--- src/hw/rtl/assert_macros.svh ---
// Assertion helpers for the RTL; included by the top-level file.
// Each macro expects i_clk and i_rst_n in scope and stays quiet during reset.
`ifndef ASSERT_MACROS_SVH
`define ASSERT_MACROS_SVH

// Condition holds on every clock edge.
`define ASSERT_ALWAYS(label, cond, msg) \
    label: assert property (@(posedge i_clk) disable iff (!i_rst_n) (cond)) \
        else $error(msg);

// Antecedent implies consequent in the same cycle.
`define ASSERT_IMP(label, ante, cons, msg) \
    label: assert property (@(posedge i_clk) disable iff (!i_rst_n) (ante) |-> (cons)) \
        else $error(msg);

// Antecedent implies consequent in the next cycle.
`define ASSERT_NXT(label, ante, cons, msg) \
    label: assert property (@(posedge i_clk) disable iff (!i_rst_n) (ante) |=> (cons)) \
        else $error(msg);

`endif

--- src/hw/rtl/rlfr_pkg.sv ---
`default_nettype none

package rlfr_pkg;

    // configuration port
    localparam int CFG_IDX_W  = 3;
    localparam int CFG_DATA_W = 32;

    localparam logic [CFG_IDX_W-1:0] CFG_UP_DELAY   = 3'd0;
    localparam logic [CFG_IDX_W-1:0] CFG_DOWN_DELAY = 3'd1;
    localparam logic [CFG_IDX_W-1:0] CFG_HS_LOAD    = 3'd2;
    localparam logic [CFG_IDX_W-1:0] CFG_HS_KHZ     = 3'd3;
    localparam logic [CFG_IDX_W-1:0] CFG_REF_KHZ    = 3'd4;
    localparam logic [CFG_IDX_W-1:0] CFG_FORCE_LIM  = 3'd5;

    // load percent
    localparam int               PCT_W       = 7;
    localparam logic [PCT_W-1:0] PCT_FULL    = 7'd100;
    localparam logic [PCT_W-1:0] HS_LOAD_RST = 7'd90;

    // delays: 32-bit microseconds times 1000 fits in 42 bits
    localparam int DELAY_US_W = 32;
    localparam int DELAY_NS_W = 42;
    localparam int NS_PER_US  = 1000;

    localparam int TIME_W = 64;

    // controller to datapath
    typedef struct packed {
        logic capture;    // latch the input item
        logic prep;       // elapsed time and numerators
        logic cmpt;       // elapsed versus up/down delays
        logic div_start;  // launch the divider
        logic div_raw;    // divider numerator: 1 = frequency, 0 = load
        logic take_load;  // capture load quotient when done
        logic take_raw;   // capture frequency quotient when done
        logic eval;       // pick next target, update state
        logic write;      // load the output register
    } t_dp_cmd;

    // datapath to controller
    typedef struct packed {
        logic proceed;
        logic div_busy;
        logic div_done;
    } t_dp_sts;

endpackage

`default_nettype wire

--- src/hw/rtl/rlfr_div.sv ---
`default_nettype none

// Restoring unsigned divider, one quotient bit per cycle.
// A zero divisor gives an all-ones quotient; the caller masks it.
module rlfr_div #(
    parameter int NUM_W = 36,
    parameter int DEN_W = 11
) (
    input  logic             i_clk,
    input  logic             i_rst_n,
    input  logic             i_start,
    input  logic [NUM_W-1:0] i_num,
    input  logic [DEN_W-1:0] i_den,
    output logic             o_busy,
    output logic             o_done,
    output logic [NUM_W-1:0] o_quo
);

    localparam int               CNT_W = $clog2(NUM_W + 1);
    localparam logic [CNT_W-1:0] LAST  = CNT_W'(NUM_W - 1);

    logic [DEN_W-1:0] r_den;
    logic [DEN_W:0]   r_rem;
    logic [NUM_W-1:0] r_quo;
    logic [CNT_W-1:0] r_cnt;
    logic             r_busy;
    logic             r_done;

    logic [DEN_W:0] w_trial;
    logic [DEN_W:0] w_diff;
    logic           w_fit;

    // shift in the next numerator bit and try the subtract
    always_comb begin
        w_trial = {r_rem[DEN_W-1:0], r_quo[NUM_W-1]};
        w_fit   = (w_trial >= {1'b0, r_den});
        w_diff  = w_trial - {1'b0, r_den};
    end

    // control
    always_ff @(posedge i_clk) begin
        if (!i_rst_n) begin
            r_busy <= 1'b0;
            r_done <= 1'b0;
            r_cnt  <= '0;
        end else begin
            r_done <= 1'b0;
            if (i_start) begin
                r_busy <= 1'b1;
                r_cnt  <= '0;
            end else if (r_busy) begin
                r_cnt <= r_cnt + CNT_W'(1);
                if (r_cnt == LAST) begin
                    r_busy <= 1'b0;
                    r_done <= 1'b1;
                end
            end
        end
    end

    // remainder and quotient
    always_ff @(posedge i_clk) begin
        if (i_start) begin
            r_den <= i_den;
            r_rem <= '0;
            r_quo <= i_num;
        end else if (r_busy) begin
            r_rem <= w_fit ? w_diff : w_trial;
            r_quo <= {r_quo[NUM_W-2:0], w_fit};
        end
    end

    assign o_busy = r_busy;
    assign o_done = r_done;
    assign o_quo  = r_quo;

endmodule

`default_nettype wire

--- src/hw/rtl/rlfr_dp.sv ---
`default_nettype none

// Datapath: configuration, per-item registers, governor state, divider,
// output register.
module rlfr_dp #(
    parameter int FREQ_BITS = 24,
    parameter int CAP_W     = 11
) (
    input  logic                           i_clk,
    input  logic                           i_rst_n,
    input  logic                           i_cfg_we,
    input  logic [rlfr_pkg::CFG_IDX_W-1:0]  i_cfg_idx,
    input  logic [rlfr_pkg::CFG_DATA_W-1:0] i_cfg_data,
    input  logic [rlfr_pkg::TIME_W-1:0]     i_time_ns,
    input  logic [CAP_W-1:0]               i_utilization,
    input  logic [CAP_W-1:0]               i_capacity,
    input  logic                           i_limits_event,
    input  rlfr_pkg::t_dp_cmd              i_cmd,
    output rlfr_pkg::t_dp_sts              o_sts,
    output logic                           o_changed,
    output logic [FREQ_BITS-1:0]           o_target_khz
);

    localparam int SUM_W   = CAP_W + 1;
    localparam int NUM_W   = FREQ_BITS + SUM_W;
    localparam int LOADN_W = CAP_W + rlfr_pkg::PCT_W;
    localparam int TW      = rlfr_pkg::TIME_W;
    localparam int DNW     = rlfr_pkg::DELAY_NS_W;
    localparam int PW      = rlfr_pkg::PCT_W;

    // configuration
    logic [rlfr_pkg::DELAY_US_W-1:0] r_up_us;
    logic [rlfr_pkg::DELAY_US_W-1:0] r_down_us;
    logic [PW-1:0]                   r_hs_pct;
    logic [FREQ_BITS-1:0]            r_hs_khz;
    logic [FREQ_BITS-1:0]            r_ref_khz;
    logic                            r_force_lim;
    logic [DNW-1:0]                  r_up_ns;
    logic [DNW-1:0]                  r_down_ns;

    // item
    logic [TW-1:0]    r_now;
    logic [CAP_W-1:0] r_util;
    logic [CAP_W-1:0] r_cap;
    logic             r_lim_ev;

    // governor state
    logic [FREQ_BITS-1:0] r_committed;
    logic [TW-1:0]        r_last;
    logic [FREQ_BITS-1:0] r_cached;

    // work registers
    logic [TW-1:0]        r_elapsed;
    logic [NUM_W-1:0]     r_prod;
    logic [LOADN_W-1:0]   r_loadn;
    logic                 r_up_ok;
    logic                 r_down_ok;
    logic [NUM_W-1:0]     r_load;
    logic [FREQ_BITS-1:0] r_raw;
    logic                 r_commit;

    // output
    logic                 r_out_changed;
    logic [FREQ_BITS-1:0] r_out_target;

    logic [PW-1:0]        w_pct_wr;
    logic [SUM_W-1:0]     w_sum;
    logic [NUM_W-1:0]     w_div_num;
    logic                 w_div_busy;
    logic                 w_div_done;
    logic [NUM_W-1:0]     w_div_quo;
    logic                 w_cap_zero;
    logic [FREQ_BITS-1:0] w_raw_sat;
    logic [FREQ_BITS-1:0] w_raw_floor;
    logic                 w_reuse;
    logic [FREQ_BITS-1:0] w_next;
    logic                 w_commit;

    // load threshold write clamps to 100
    assign w_pct_wr = (i_cfg_data[PW-1:0] > rlfr_pkg::PCT_FULL) ?
                      rlfr_pkg::PCT_FULL : i_cfg_data[PW-1:0];

    // configuration writes
    always_ff @(posedge i_clk) begin
        if (!i_rst_n) begin
            r_up_us     <= '0;
            r_down_us   <= '0;
            r_hs_pct    <= rlfr_pkg::HS_LOAD_RST;
            r_hs_khz    <= '0;
            r_ref_khz   <= '0;
            r_force_lim <= 1'b0;
        end else if (i_cfg_we) begin
            case (i_cfg_idx)
                rlfr_pkg::CFG_UP_DELAY:   r_up_us     <= i_cfg_data;
                rlfr_pkg::CFG_DOWN_DELAY: r_down_us   <= i_cfg_data;
                rlfr_pkg::CFG_HS_LOAD:    r_hs_pct    <= w_pct_wr;
                rlfr_pkg::CFG_HS_KHZ:     r_hs_khz    <= i_cfg_data[FREQ_BITS-1:0];
                rlfr_pkg::CFG_REF_KHZ:    r_ref_khz   <= i_cfg_data[FREQ_BITS-1:0];
                rlfr_pkg::CFG_FORCE_LIM:  r_force_lim <= i_cfg_data[0];
                default: ;
            endcase
        end
    end

    // delays in ns, refreshed every cycle from the us registers
    always_ff @(posedge i_clk) begin
        r_up_ns   <= DNW'(r_up_us) * DNW'(rlfr_pkg::NS_PER_US);
        r_down_ns <= DNW'(r_down_us) * DNW'(rlfr_pkg::NS_PER_US);
    end

    assign w_sum      = SUM_W'(r_util) + SUM_W'(r_util >> 2);
    assign w_cap_zero = (r_cap == '0);
    assign w_div_num  = i_cmd.div_raw ? r_prod : NUM_W'(r_loadn);

    rlfr_div #(
        .NUM_W (NUM_W),
        .DEN_W (CAP_W)
    ) u_div (
        .i_clk   (i_clk),
        .i_rst_n (i_rst_n),
        .i_start (i_cmd.div_start),
        .i_num   (w_div_num),
        .i_den   (r_cap),
        .o_busy  (w_div_busy),
        .o_done  (w_div_done),
        .o_quo   (w_div_quo)
    );

    // saturate the frequency quotient, then apply the hispeed floor
    always_comb begin
        if (w_cap_zero) begin
            w_raw_sat = '0;
        end else if (|w_div_quo[NUM_W-1:FREQ_BITS]) begin
            w_raw_sat = '1;
        end else begin
            w_raw_sat = w_div_quo[FREQ_BITS-1:0];
        end
        if ((r_hs_khz != '0) && (r_load >= NUM_W'(r_hs_pct)) && (w_raw_sat < r_hs_khz)) begin
            w_raw_floor = r_hs_khz;
        end else begin
            w_raw_floor = w_raw_sat;
        end
    end

    // next target and commit decision
    always_comb begin
        w_reuse = (r_raw == r_cached) && !r_lim_ev;
        w_next  = w_reuse ? r_committed : r_raw;
        if (r_lim_ev) begin
            w_commit = !((r_committed == w_next) && !r_force_lim);
        end else if (r_committed == w_next) begin
            w_commit = 1'b0;
        end else if (w_next > r_committed) begin
            w_commit = r_up_ok;
        end else begin
            w_commit = r_down_ok;
        end
    end

    // governor state; a limits change never survives past its own item,
    // so only these three values carry over
    always_ff @(posedge i_clk) begin
        if (!i_rst_n) begin
            r_committed <= '0;
            r_last      <= '0;
            r_cached    <= '0;
        end else if (i_cmd.eval) begin
            if (!w_reuse) begin
                r_cached <= r_raw;
            end
            if (w_commit) begin
                r_committed <= w_next;
                r_last      <= r_now;
            end
        end
    end

    // per-item work
    always_ff @(posedge i_clk) begin
        if (i_cmd.capture) begin
            r_now    <= i_time_ns;
            r_util   <= i_utilization;
            r_cap    <= i_capacity;
            r_lim_ev <= i_limits_event;
        end
        if (i_cmd.prep) begin
            r_elapsed <= r_now - r_last;
            r_prod    <= NUM_W'(r_ref_khz) * NUM_W'(w_sum);
            r_loadn   <= LOADN_W'(r_util) * LOADN_W'(rlfr_pkg::PCT_FULL);
            r_commit  <= 1'b0;
        end
        // a negative elapsed time is shorter than any delay
        if (i_cmd.cmpt) begin
            r_up_ok   <= !r_elapsed[TW-1] && (r_elapsed >= TW'(r_up_ns));
            r_down_ok <= !r_elapsed[TW-1] && (r_elapsed >= TW'(r_down_ns));
        end
        if (i_cmd.take_load && w_div_done) begin
            r_load <= w_cap_zero ? '0 : w_div_quo;
        end
        if (i_cmd.take_raw && w_div_done) begin
            r_raw <= w_raw_floor;
        end
        if (i_cmd.eval) begin
            r_commit <= w_commit;
        end
        if (i_cmd.write) begin
            r_out_changed <= r_commit;
            r_out_target  <= r_committed;
        end
    end

    always_comb begin
        o_sts.proceed  = r_lim_ev || r_up_ok || r_down_ok;
        o_sts.div_busy = w_div_busy;
        o_sts.div_done = w_div_done;
    end

    assign o_changed    = r_out_changed;
    assign o_target_khz = r_out_target;

endmodule

`default_nettype wire

--- src/hw/rtl/rlfr_ctrl.sv ---
`default_nettype none

// Controller: sequences one item through the datapath and owns the
// handshakes of both channels.
module rlfr_ctrl (
    input  logic              i_clk,
    input  logic              i_rst_n,
    input  logic              i_valid,
    output logic              o_ready,
    output logic              o_valid,
    input  logic              i_ready,
    output rlfr_pkg::t_dp_cmd o_cmd,
    input  rlfr_pkg::t_dp_sts i_sts
);

    typedef enum logic [3:0] {
        S_IDLE,
        S_PREP,
        S_CMPT,
        S_CHOOSE,
        S_LOAD_GO,
        S_LOAD_WAIT,
        S_RAW_GO,
        S_RAW_WAIT,
        S_EVAL,
        S_WRITE
    } t_state;

    t_state r_state;
    logic   r_out_valid;
    logic   w_slot_free;

    assign w_slot_free = !r_out_valid || i_ready;

    // command decode
    always_comb begin
        o_cmd = '0;
        case (r_state)
            S_IDLE:      o_cmd.capture = i_valid;
            S_PREP:      o_cmd.prep = 1'b1;
            S_CMPT:      o_cmd.cmpt = 1'b1;
            S_CHOOSE:    ;
            S_LOAD_GO:   o_cmd.div_start = 1'b1;
            S_LOAD_WAIT: o_cmd.take_load = 1'b1;
            S_RAW_GO: begin
                o_cmd.div_start = 1'b1;
                o_cmd.div_raw   = 1'b1;
            end
            S_RAW_WAIT: begin
                o_cmd.take_raw = 1'b1;
                o_cmd.div_raw  = 1'b1;
            end
            S_EVAL:      o_cmd.eval = 1'b1;
            S_WRITE:     o_cmd.write = w_slot_free;
            default:     ;
        endcase
    end

    // state and output valid
    always_ff @(posedge i_clk) begin
        if (!i_rst_n) begin
            r_state     <= S_IDLE;
            r_out_valid <= 1'b0;
        end else begin
            if (o_cmd.write) begin
                r_out_valid <= 1'b1;
            end else if (i_ready) begin
                r_out_valid <= 1'b0;
            end
            case (r_state)
                S_IDLE: begin
                    if (i_valid) begin
                        r_state <= S_PREP;
                    end
                end
                S_PREP:   r_state <= S_CMPT;
                S_CMPT:   r_state <= S_CHOOSE;
                S_CHOOSE: r_state <= i_sts.proceed ? S_LOAD_GO : S_WRITE;
                S_LOAD_GO: r_state <= S_LOAD_WAIT;
                S_LOAD_WAIT: begin
                    if (i_sts.div_done) begin
                        r_state <= S_RAW_GO;
                    end
                end
                S_RAW_GO: r_state <= S_RAW_WAIT;
                S_RAW_WAIT: begin
                    if (i_sts.div_done) begin
                        r_state <= S_EVAL;
                    end
                end
                S_EVAL: r_state <= S_WRITE;
                S_WRITE: begin
                    if (w_slot_free) begin
                        r_state <= S_IDLE;
                    end
                end
                default: r_state <= S_IDLE;
            endcase
        end
    end

    assign o_ready = (r_state == S_IDLE);
    assign o_valid = r_out_valid;

endmodule

`default_nettype wire

--- src/hw/rtl/rate_limited_freq_request.sv ---
// Channel   Valid    Ready    Payload
// -------   -------  -------  ---------------------------------------------------
// input     i_valid  o_ready  i_time_ns, i_utilization, i_capacity, i_limits_event
// output    o_valid  i_ready  o_changed, o_target_khz
// config    i_cfg_we (none)   i_cfg_idx, i_cfg_data
//
// An item inside the rate window skips the divider and goes straight to the write step.
// An evaluated item runs the shared one-bit-per-cycle divider twice: once for
// the load percent and once for the frequency.
// Reset is synchronous, active low; config returns to its reset values at once.
// The output register lets the next item start while a result waits; a stalled
// result holds the controller in its write step.
`default_nettype none

`include "assert_macros.svh"

module rate_limited_freq_request #(
    parameter int FREQ_BITS = 24,
    parameter int CAP_SCALE = 1024,
    localparam int CAP_W    = $clog2(CAP_SCALE + 1)
) (
    input  logic                           i_clk,
    input  logic                           i_rst_n,
    input  logic                           i_cfg_we,
    input  logic [rlfr_pkg::CFG_IDX_W-1:0]  i_cfg_idx,
    input  logic [rlfr_pkg::CFG_DATA_W-1:0] i_cfg_data,
    input  logic                           i_valid,
    output logic                           o_ready,
    input  logic [rlfr_pkg::TIME_W-1:0]     i_time_ns,
    input  logic [CAP_W-1:0]               i_utilization,
    input  logic [CAP_W-1:0]               i_capacity,
    input  logic                           i_limits_event,
    output logic                           o_valid,
    input  logic                           i_ready,
    output logic                           o_changed,
    output logic [FREQ_BITS-1:0]           o_target_khz
);

    rlfr_pkg::t_dp_cmd w_cmd;
    rlfr_pkg::t_dp_sts w_sts;

    rlfr_dp #(
        .FREQ_BITS (FREQ_BITS),
        .CAP_W     (CAP_W)
    ) u_dp (
        .i_clk          (i_clk),
        .i_rst_n        (i_rst_n),
        .i_cfg_we       (i_cfg_we),
        .i_cfg_idx      (i_cfg_idx),
        .i_cfg_data     (i_cfg_data),
        .i_time_ns      (i_time_ns),
        .i_utilization  (i_utilization),
        .i_capacity     (i_capacity),
        .i_limits_event (i_limits_event),
        .i_cmd          (w_cmd),
        .o_sts          (w_sts),
        .o_changed      (o_changed),
        .o_target_khz   (o_target_khz)
    );

    rlfr_ctrl u_ctrl (
        .i_clk   (i_clk),
        .i_rst_n (i_rst_n),
        .i_valid (i_valid),
        .o_ready (o_ready),
        .o_valid (o_valid),
        .i_ready (i_ready),
        .o_cmd   (w_cmd),
        .i_sts   (w_sts)
    );

    // one item in flight: no second accept right after the first
    `ASSERT_NXT(a_one_in_flight, i_valid && o_ready, !o_ready, "accept while item in flight")
    // divider is launched only when it is free
    `ASSERT_IMP(a_div_free, w_cmd.div_start, !w_sts.div_busy, "divider started while busy")
    // a quotient only completes while the controller waits for it
    `ASSERT_IMP(a_div_taken, w_sts.div_done, w_cmd.take_load || w_cmd.take_raw, "quotient lost")

endmodule

`default_nettype wire
--- config.mk ---
export PLATFORM = sky130hd
export DESIGN_NAME = rate_limited_freq_request
export DESIGN_NICKNAME = d
export VERILOG_FILES = /design/src/hw/rtl/rlfr_pkg.sv /design/src/hw/rtl/rlfr_div.sv /design/src/hw/rtl/rlfr_dp.sv /design/src/hw/rtl/rlfr_ctrl.sv /design/src/hw/rtl/rate_limited_freq_request.sv
export VERILOG_INCLUDE_DIRS = /design/src /design/src/hw/rtl
export SDC_FILE = /design/constraint.sdc
export NUM_CORES = 2
export LEC_CHECK = 0
export BUFFER_PORTS_ARGS = -buffer_cell sky130_fd_sc_hd__buf_2
export CORE_ASPECT_RATIO = 1.1
export CORE_UTILIZATION = 55
export CTS_CLUSTER_DIAMETER = 60
export DETAILED_ROUTE_END_ITERATION = 8
export MAX_ROUTING_LAYER = met4
export PLACE_DENSITY = 0.76
export REMOVE_ABC_BUFFERS = 1
export SYNTH_ARGS = -nofsm -noshare
export SYNTH_HDL_FRONTEND = slang
export SYNTH_SLANG_ARGS = --single-unit
--- constraint.sdc ---
create_clock -name i_clk -period 29.4 [get_ports i_clk]
set_clock_uncertainty 0.05 [all_clocks]
set_input_delay 7.35 -clock i_clk [delete_from_list [all_inputs] [get_ports i_clk]]
set_output_delay 7.35 -clock i_clk [all_outputs]
set_load 0.01 [all_outputs]
Word-level counts from Yosys, hierarchy flattened:

Cells that the tools add are included.

* magnitude comparators: 7
* eq/ne operators: 21
* muxes and demuxes: 35
* $mul: 4
* reductions and logical operators: 37
* $add $sub $neg: 4
* bitwise operators: 3

Operators with widths (count)
* greater-or-equal comparator 64 x 42 -> 1 bit: 2
* 2-to-1 mux 36 bit: 3
* 2-to-1 mux 24 bit: 4
* multiplier 32 x 7 -> 39 bit (second input constant): 2
* subtractor 64 bit: 1
* == test 24 bit: 2
* case mux 4 bit (10 select lines): 1
* greater-or-equal comparator 36 x 7 -> 1 bit: 1
* multiplier 24 x 12 -> 36 bit: 1
* greater-than comparator 24 bit: 1
* less-than comparator 24 bit: 1
* nonzero test 24 bit: 1
* 2-to-1 mux 1 bit: 20
* 2-to-1 mux 4 bit: 5
* == test 4 x 3 -> 1 bit (second input constant): 4
* multiplier 11 x 5 -> 16 bit (second input constant): 1
* AND reduction 2 bit: 8
* adder 11 x 9 -> 12 bit: 1
* greater-or-equal comparator 12 x 11 -> 1 bit: 1
* OR reduction 12 bit: 1
* logical NOT 11 bit: 1
* 2-to-1 mux 11 bit: 1
* subtractor 11 bit: 1
* == test 4 x 2 -> 1 bit (second input constant): 2
* 21 further kinds: 45

* output and inout bits: 27
* input bits: 127
* register bits after elaboration: 672

Depth between registers and ports, before layout:

* depth in word-level cells: 8
* gate-level depth with buffers: 35

Hierarchy:

Synthesis repeated with hierarchy kept, for this count alone.

* cells, all modules: 5166
* area, all modules: 52185.0 um2

By module, submodules not included
* rlfr_dp: instances 1, seq. area each 14944.3 um2, area each 48519.0 um2, cells each 4860
* rlfr_div: instances 1, seq. area each 1791.7 um2, area each 3325.7 um2, cells each 260
* rlfr_ctrl: instances 1, seq. area each 100.1 um2, area each 340.3 um2, cells each 46

Least setup slack after synthesis:

Ideal clock, no wire load.

* path type: input to register
* start: in i_valid
* end: reg u_dp.r_cap[0], enable pin
* setup time: 455 ps
* stages on the path: 1
* required time: 28895 ps
* path buffers: 0
* data arrival time: 9369 ps
* setup slack: 19526 ps
* cell sequence: and2_1

* longest elaborated chain between the ends: 1

Ends and longest elaborated chain
* from (decl): RTL line rate_limited_freq_request.sv:27 `input logic i_valid,`
* 2-to-1 mux 1 bit: RTL line rlfr_ctrl.sv:38 `case (r_state)`
* to (signal assigned): RTL line rlfr_dp.sv:183 `r_cap <= i_capacity;`
* to (decl): RTL line rlfr_dp.sv:44 `logic [CAP_W-1:0] r_cap;`

No other way between the ends.
A chain may end at the register's enable or synchronous reset.

Worst setup path after layout:

* start: in i_rst_n
* end: reg u_dp.u_div.r_done, in the netlist u_dp.u_div.o_done

* longest elaborated chain between the ends: 2

Ends and longest elaborated chain
* from (decl): RTL line rate_limited_freq_request.sv:23 `input logic i_rst_n,`
* inverter 1 bit (no source line)
* OR reduction 3 bit (no source line)
* to (signal assigned): RTL line rlfr_div.sv:44 `r_done <= 1'b0;`
* to (signal assigned): RTL line rlfr_div.sv:47 `r_done <= 1'b0;`
* to (signal assigned): RTL line rlfr_div.sv:55 `r_done <= 1'b1;`
* to (decl): RTL line rlfr_div.sv:27 `logic r_done;`

No other way between the ends.

==> flow_metrics.tcl <==
set metrics [dict create \
    status "complete, no violations" \
    synth_edf_count 338 \
    clkPwrFrac 0.367 \
    slowest_delay_ps 760 \
    synthTopCellsByArea "edfxtp_1 20%, fa_1 18%, dfxtp_1 13%" \
    leakage_nw 24.9 \
    die_height_um 323 \
    cts-root-buf "clkbuf_16" \
    grt_pass1_vias 37200 \
    first_iter_violations 2318 \
    synth_top_family_by_area "adder cells" \
    critPathSlowestCell "buf_4" \
    synth_seq_cells 672 \
    grt_max_degree 156 \
    synth_fa_ha_area_frac 0.302 \
    cts_hold_buf 0 \
    path_buf_inv 3 \
    synth.area.mux_share 0.0232 \
    period_share 0.332 \
    r2r-end "u_dp.r_prod[33]" \
    crit_top_cell "buf_4" \
    yosysUniqueCellTypes 84 \
    cts_buffers 76 \
    netlist_top_cells_count "815 x nand2_1, 645 x inv_1, 499 x ha_1, 465 x fa_1, 338 x edfxtp_1" \
    reg2reg_from "u_dp.r_util[2]" \
    antenna_found_initial 8 \
    remaining_drc_errors 0 \
    fillers 7639 \
    crit_type "input pin to flop" \
    num_vias 36700 \
    crit_chain "clkbuf_8, buf_4, buf_4, nand2_1, nor3_1" \
    cts-resized-gates 0 \
    initial_utilization 0.556 \
    r2r_cells 33 \
    dieArea_um2 94800 \
    p_per_area_nw_per_um2 47.5 \
    hp-start "u_dp.r_commit" \
    slew_headroom 0.155 \
    nNetsFinal 6356 \
    vias_per_cell 5.58 \
    dieWidth_um 294 \
    cts_setup_buffers 0 \
    drive_gt1_frac 0.0708 \
    p_sw_mw 0.788 \
    seqPwrFrac 0.420 \
    ir_drop_mv 0.0488 \
    finalSetupTns_ps 0 \
    setup_viol 0 \
    synth_simple_gate_area_frac 0.135 \
    first_pass_iters 6 \
    area_delta_synth_final_pct 8.67 \
    place.port_buffers 153 \
    cp_max_fo 155 \
    top_usage_layer "met2" \
    synth-seq-area-share 0.327 \
    synth_compound_area_frac 0.114 \
    synth.largest_area_cell "edfxtp_1" \
    grt_first_pass_wirelength_mm 188 \
    cp_top_family "buffers and inverters" \
    ctsHtreeMaxLevel 3 \
    sw_frac_of_total 0.297 \
    worstSetupEndpoint "u_dp.u_div.o_done" \
    period_needed_ps 9760 \
    hpwlAfterDp_mm 88.0 \
    cts.clk_slew.worst_paths_ps 60 \
    met3_usage 0.0357 \
    drv_cap 0 \
    tightest_slew_ps 1270 \
    gr-usage-met1 0.324 \
    synthXorXnorAreaFrac 0.0354 \
    cts_buffer_depth 3 \
    synthCells 5200 \
    synth_warnings 0 \
    synth_top_flop_cell "edfxtp_1" \
    cell_internal_pwr_mw 1.87 \
    min_path_type "flop to flop" \
    maxSlewViolCount 0 \
    worstSetupStartpointType "input pin" \
    arrival_ps 10250 \
    coreArea_um2 92700 \
    r2r_slack_ps 20400 \
    ioPinCount 154 \
    async_flop_share 0 \
    use_met2 0.421 \
    syn_avg_cell_area_um2 9.90 \
    clock_latency_ps 630 \
    grt_usage 0.252 \
    crit_path_end_kind "flop" \
    fin_cells 6577 \
    rows 117 \
    overflow 0 \
    hold_viol_final 0 \
    rsz0062_at_grt "no" \
    max_freq_mhz 102 \
    wl_per_cell_um 17.2 \
    synth_area_um2 51500 \
    wl_mm 113 \
    gp_congestion 0.904 \
    post-synth-top-count-cell "nand2_1" \
    cts_tree "yes" \
    cp.depth 5 \
    cp-startpoint "i_rst_n" \
    drtAntennaViolNets 0 \
    synth_top_cell_area_share 0.197 \
    clkSinkCount 672 \
    cp.required_ps 29890 \
    dpl.cell_count 6436 \
    combPwrFrac 0.213 \
]
## sequential cells by signal (all words and copies together), names as in the netlist, 32 cells and up
register	count
u_dp.r_elapsed	64
u_dp.r_last	64
u_dp.r_now	64
u_dp.r_down_ns	39
u_dp.r_up_ns	39
u_dp.r_load	36
u_dp.r_prod	36
u_dp.u_div.o_quo	36
u_dp.r_down_us	32
u_dp.r_up_us	32
## cell usage in the layout (no fill, tap or decap), drive strengths merged, types with 95 or more instances in the layout
cell type | Yosys | layout
edfxtp | 338 | 338
a21boi | 152 | 152
buf | 38 | 182
o21ai | 170 | 170
clkbuf | 158 | 95
a21o | 128 | 128
nand2 | 815 | 815
inv | 645 | 653
dfxtp | 334 | 334
fa | 465 | 465
xnor2 | 141 | 141
ha | 499 | 499
a21oi | 206 | 206
nor2 | 149 | 149
and2 | 123 | 123
## worst min-delay path by stage
| stage | slack [ps] | to | cells after the start |
|---|---|---|---|
| global placement | 390 | u_dp.u_div.r_den[5] | 0 |
| finish | 400 | u_dp.o_changed | 0 |
| CTS | 400 | u_dp.o_changed | 0 |
| floorplan | 350 | u_dp.o_changed | 0 |
| detailed placement | 390 | u_dp.o_changed | 0 |
| global route | 400 | u_dp.o_changed | 0 |
## power groups by stage
| stage | registers (mW) | logic [mW] | clock network (mW) |
|---|---|---|---|
| floorplan | 1.12 | 0.405 | 0 |
| global placement | 1.13 | 0.545 | 0 |
| detailed placement | 1.14 | 0.563 | 0 |
| CTS | 1.12 | 0.566 | 0.994 |
| global route | 1.12 | 0.639 | 1.03 |
| finish | 1.12 | 0.565 | 0.975 |
## cell type report
class	count	area [µm²]	area share
Multi-Input combinational cell	3686	31500	0.564
Sequential cell	672	16800	0.301
Inverter	646	2420	0.0433
Clock buffer	94	2090	0.0374
Tap cell	1249	1560	0.0279
Timing Repair Buffer	183	1000	0.0179
Clock inverter	45	492	0.00879
Antenna cell	2	5.00	0.0000895
## metal layers
| layer | routed length [µm] | vias to the layer above |
|---|---|---|
| li1 | - | 17600 |
| met1 | 49500 | 18100 |
| met2 | 55500 | 868 |
| met3 | 6030 | 182 |
| met4 | 2340 | 0 |
| met5 | 0 | - |
## stage by stage
stage               cell area (µm²)  hold WS, ps  setup slack [ps]  total power [mW]  utilization
finish                        55900          404             19640              2.66        0.604
global route                  55900          403             19420              2.80        0.604
CTS                           55900          403             19750              2.68        0.604
detailed placement            53300          389             19100              1.70        0.576
global placement              53300          385             19180              1.68        0.576
floorplan                     50700          350             19530              1.53            -
## logic make-up after synthesis
kind of cell | after synthesis
xor gates and xnor gates | 208
AOI/OAI and AO/OA | 886
muxes | 116
and+or+nand+nor | 1512
DFF | 672
adders and majority gates | 964
buffers and inverters | 842
## worst reg2reg max path, delay by kind of cell (launching register included)
family          cells  cell delay (ps)
simple gates        6              960
fa+ha+maj           8             3630
flops               1              470
compound gates     13             3050
buf+inv             5              510
xor+xnor            1              180
No activity file was read; power rests on OpenSTA's default activity.
